### config.mk
export PLATFORM = sky130hd
export DESIGN_NAME = tbt_mac
export DESIGN_NICKNAME = d
export VERILOG_FILES = /design/src/hw/rtl/tbt_pkg.sv /design/src/hw/rtl/tbt_mac.sv
export SDC_FILE = /design/constraint.sdc
export NUM_CORES = 2
export LEC_CHECK = 0
export ABC_AREA = 1
export BUFFER_PORTS_ARGS = -buffer_cell sky130_fd_sc_hd__buf_2
export CORE_MARGIN = 2
export CORE_UTILIZATION = 50
export DETAILED_ROUTE_END_ITERATION = 10
export PLACE_DENSITY = 0.72
export SYNTH_ARGS = -nofsm -noshare
export SYNTH_HDL_FRONTEND = slang
export SYNTH_SLANG_ARGS = --single-unit
### constraint.sdc
create_clock -name clk -period 18.8 [get_ports clk]
set_clock_uncertainty 0.2 [all_clocks]
set_input_delay 0.94 -clock clk [delete_from_list [all_inputs] [get_ports clk]]
set_output_delay 0.94 -clock clk [all_outputs]
set_load 0.005 [all_outputs]
### src/hw/rtl/tbt_pkg.sv
// Shared widths, constants and control structs for the per-triangle tangent block.
package tbt_pkg;

  localparam int POS_W  = 32;   // Q16.16 position
  localparam int TEX_W  = 16;   // Q4.12 texture coordinate
  localparam int NRM_W  = 16;   // Q1.14 normal
  localparam int OUT_W  = 16;   // Q1.14 result
  localparam int DT_W   = TEX_W + 1;   // texture delta
  localparam int E_W    = POS_W + 1;   // edge vector component
  localparam int MOP_W  = 34;          // multiplier operand
  localparam int ACC_W  = 2 * MOP_W;   // accumulator
  localparam int MAG_W  = 64;          // working magnitude
  localparam int SV_W   = 32;          // block-scaled component
  localparam int D_W    = 50;          // n.F dot product
  localparam int DL_W   = 24;          // low split of the dot product
  localparam int PV_W   = 42;          // projected component
  localparam int RND_SH = 28;          // projection scale
  localparam int LEN_W  = 32;          // vector length
  localparam int FRAC_W = 14;          // output fraction bits
  localparam int Q_W    = FRAC_W + 1;  // quotient bits
  localparam int NUM_W  = LEN_W + FRAC_W;
  localparam int CNT_W  = 6;
  localparam int ROOT_STEPS = MAG_W / 2;
  localparam logic [1:0] SLOT_LAST = 2'd2;

  typedef struct packed {
    logic en;
    logic clr;
    logic neg;
    logic sh;
  } mac_ctl_t;

  typedef struct packed {
    logic start_root;
    logic start_div;
  } sd_cmd_t;

endpackage

### src/hw/rtl/tbt_mac.sv
// Shared signed multiply-accumulate unit.
module tbt_mac (
  input  logic                                clk,
  input  tbt_pkg::mac_ctl_t                   ctl,
  input  logic signed [tbt_pkg::MOP_W-1:0]    op_a,
  input  logic signed [tbt_pkg::MOP_W-1:0]    op_b,
  output logic signed [tbt_pkg::ACC_W-1:0]    acc
);

  logic signed [tbt_pkg::ACC_W-1:0] prod;
  logic signed [tbt_pkg::ACC_W-1:0] term;
  logic signed [tbt_pkg::ACC_W-1:0] base;
  logic signed [tbt_pkg::ACC_W-1:0] acc_r;

  assign prod = op_a * op_b;

  always_comb begin
    term = ctl.sh ? (prod <<< tbt_pkg::DL_W) : prod;
    if (ctl.neg) begin
      term = -term;
    end
    base = ctl.clr ? '0 : acc_r;
  end

  always_ff @(posedge clk) begin
    if (ctl.en) begin
      acc_r <= base + term;
    end
  end

  assign acc = acc_r;

endmodule

==> impl_results.md <==
* Status: finished, final reports clean
* Flops & latches, synth at 68
* Max-slew violations at 0
* Met2 wire length at 75900 um
* Placed instance count at 8711
* Post-synthesis sequential area ratio at 3.75%
* Share of cells above drive strength 1 at 3.68%
* Highest Signal Layer: met4
* Top cell type's share of synthesized area at 45.7%
* I/O pin cnt at 141
* Endpoint arrival time on the critical path at 12.38 ns
* Asr flop ratio synth at 0%
* Global route overflow at 0
* Max stage delay on crit path at 0.75 ns
* DR vias/cell at 5.18
* Rel. slew slack at 34.2%
* Max-cap violations at 0
* Number of synthesized flops with an enable pin at 68
* CTS sink cnt at 68
* CP Capture Type: flop
* DIE WIDTH at 334 um
* Gpl congestion at 0.996
* DRT Pass-1 Iters at 6
* Vias in the first global route at 48600
* RSZ-0062 raised after global routing: false
* CTS buffer count at 9
* IO buf count at 140
* Synthesized Nets at 9015
* Initial Util at 50.2%
* Synth Instances at 7428
* Main synth FF type: edfxtp_1
* Core Area at 0.108 mm^2
* CP max-delay cell: fa_1
* Clk root buf: clkbuf_16
* Commonest non-fill, non-tap cell in the layout: inv_1
* Area of the multi-input gates at 0.0427 mm^2
* Iteration-0 DRC Markers at 3107
* Register area at 0.00204 mm^2
* Wire per inst at 17.6 um
* DRT Wirelength at 154000 um
* CTS tree: built
* CP startpoint kind: input pin
* Yosys warns at 0
* CP Data Required Time at 18.72 ns
* Largest register FFs at 68
* PostCTS Resize Cnt at 0
* Largest net degree at the start of global routing at 74
* Mean cell area of the mapped netlist at 7.33 um^2
* Most frequent cells in the layout: 2273 x inv_1, 1964 x nand2_1, 1242 x fa_1
* DR DRC count at 0
* Cell variety after synth at 53
* Post-Syn Area at 0.0544 mm^2
* Post-route setup TNS at 0 ns
* WL met1 at 63300 um
* Hold Fails Final Rpt at 0
* Die Y at 334 um
* Hold buffers post-CTS at 0
* Post-CTS setup buffers at 0
* Period utilisation layout at 66.3%
* Least-Margin Pin Slew at 0.988 ns
* Top achievable clock speed at 0.0803 GHz
* DR vias at 45300
* Final Non-Filler Cells at 8729
* # H-tree levels at 3
* Initial antenna violation count at 2
* Critical path class: in2reg
* Met3 WL post-DR at 9440 um
* DP HPWL at 133000 um
* Crit Path Max Fanout at 34
* Area delta synth->final at 3.33%
* First-pass GRT wire length at 255000 um
* Most Frequent Cell on Critical Path: nand2_1
* Max Root-Sink Buffers at 2
* Fin nets at 8895
* # setup viols final at 0
* Final Critical Period at 12.46 ns
* Min-delay worst type: reg2reg
* Filler instances at 10500
* Place WS at 5.96 ns
* Final setup margin at 6.34 ns
* Skew-Pair Late Insertion Delay at 0.37 ns
* Yosys top cell by area: fa_1
* Antenna-violating nets left at 0
* Final core occ at 51.9%
* Top cells by area, synth: fa_1 46%, inv_1 16%, nand2_1 14%
* Overall routing resource usage at 28.7%
* Full die area at 0.112 mm^2
* Worst-path clk slew at 0.06 ns
* Num rows at 121
-- per-layer routing --
layer	vias up	track usage [%]
met5	-	0
met4	0	8.82
met3	340	2.42
met2	1672	50.0
met1	22600	38.2
li1	20700	-
-- critical path: cells and delay by family --
kind                       cells  cell delay, ns
xor gates and xnor gates       1            0.18
buffers and inverters          8            1.50
AOI/OAI and AO/OA              1            0.38
and+or+nand+nor               26            3.99
adders and majority gates     10            5.35
-- per-stage QoR --
stage               hold WS (ns)  cell area [um^2]
floorplan                  0.489             54400
global placement           0.480             56000
CTS                        0.507             56200
detailed placement         0.493             56000
finish                     0.503             56200
global route               0.564             56200
-- cell type report --
type | count | area share [%]
multi-input cells | 4780 | 75.9
clock buffers | 10 | 0.407
diodes | 3 | 0.0133
clock inverters | 5 | 0.0534
inverters | 2280 | 15.2
repair buffers | 169 | 1.63
well taps | 1414 | 3.15
flip-flops and latches | 68 | 3.63
-- final timing paths --
check / start / slack (ns) / depth (start not counted) / endpoint
setup / recovery: op_a[33] / 6.34 / 46 / acc[67]
hold / removal: acc[0] / 0.50 / 3 / acc[0]
setup reg to reg: acc[0] / 14.34 / 19 / acc[48]
hold reg to reg: acc[0] / 0.50 / 3 / acc[0]
-- logic make-up (layout without fill, tap and decap cells) --
group	Yosys count	in the layout	share of synthesized area (%)
and+or+nand+nor	2744	2744	20.3
xor gates and xnor gates	147	147	2.37
buffers and inverters	2580	2464	17.8
adders and majority gates	1514	1514	51.9
other	0	3	0
AOI/OAI and AO/OA	375	375	3.81
DFF	68	68	3.75
-- cells in the mapped netlist, drive strengths merged (14+ instances only) --
cell type / number
nor3: 22
o21ai: 112
nand2: 1982
a31oi: 29
a21oi: 189
xnor2: 47
nand3: 202
fa: 1242
clkbuf: 286
or2: 16
buf: 14
ha: 272
nor2: 451
nand4: 51
xor2: 100
inv: 2278
edfxtp: 68
Power is not shown: default switching activity piles up to over one toggle a cycle in this logic, so the estimate is an artifact.
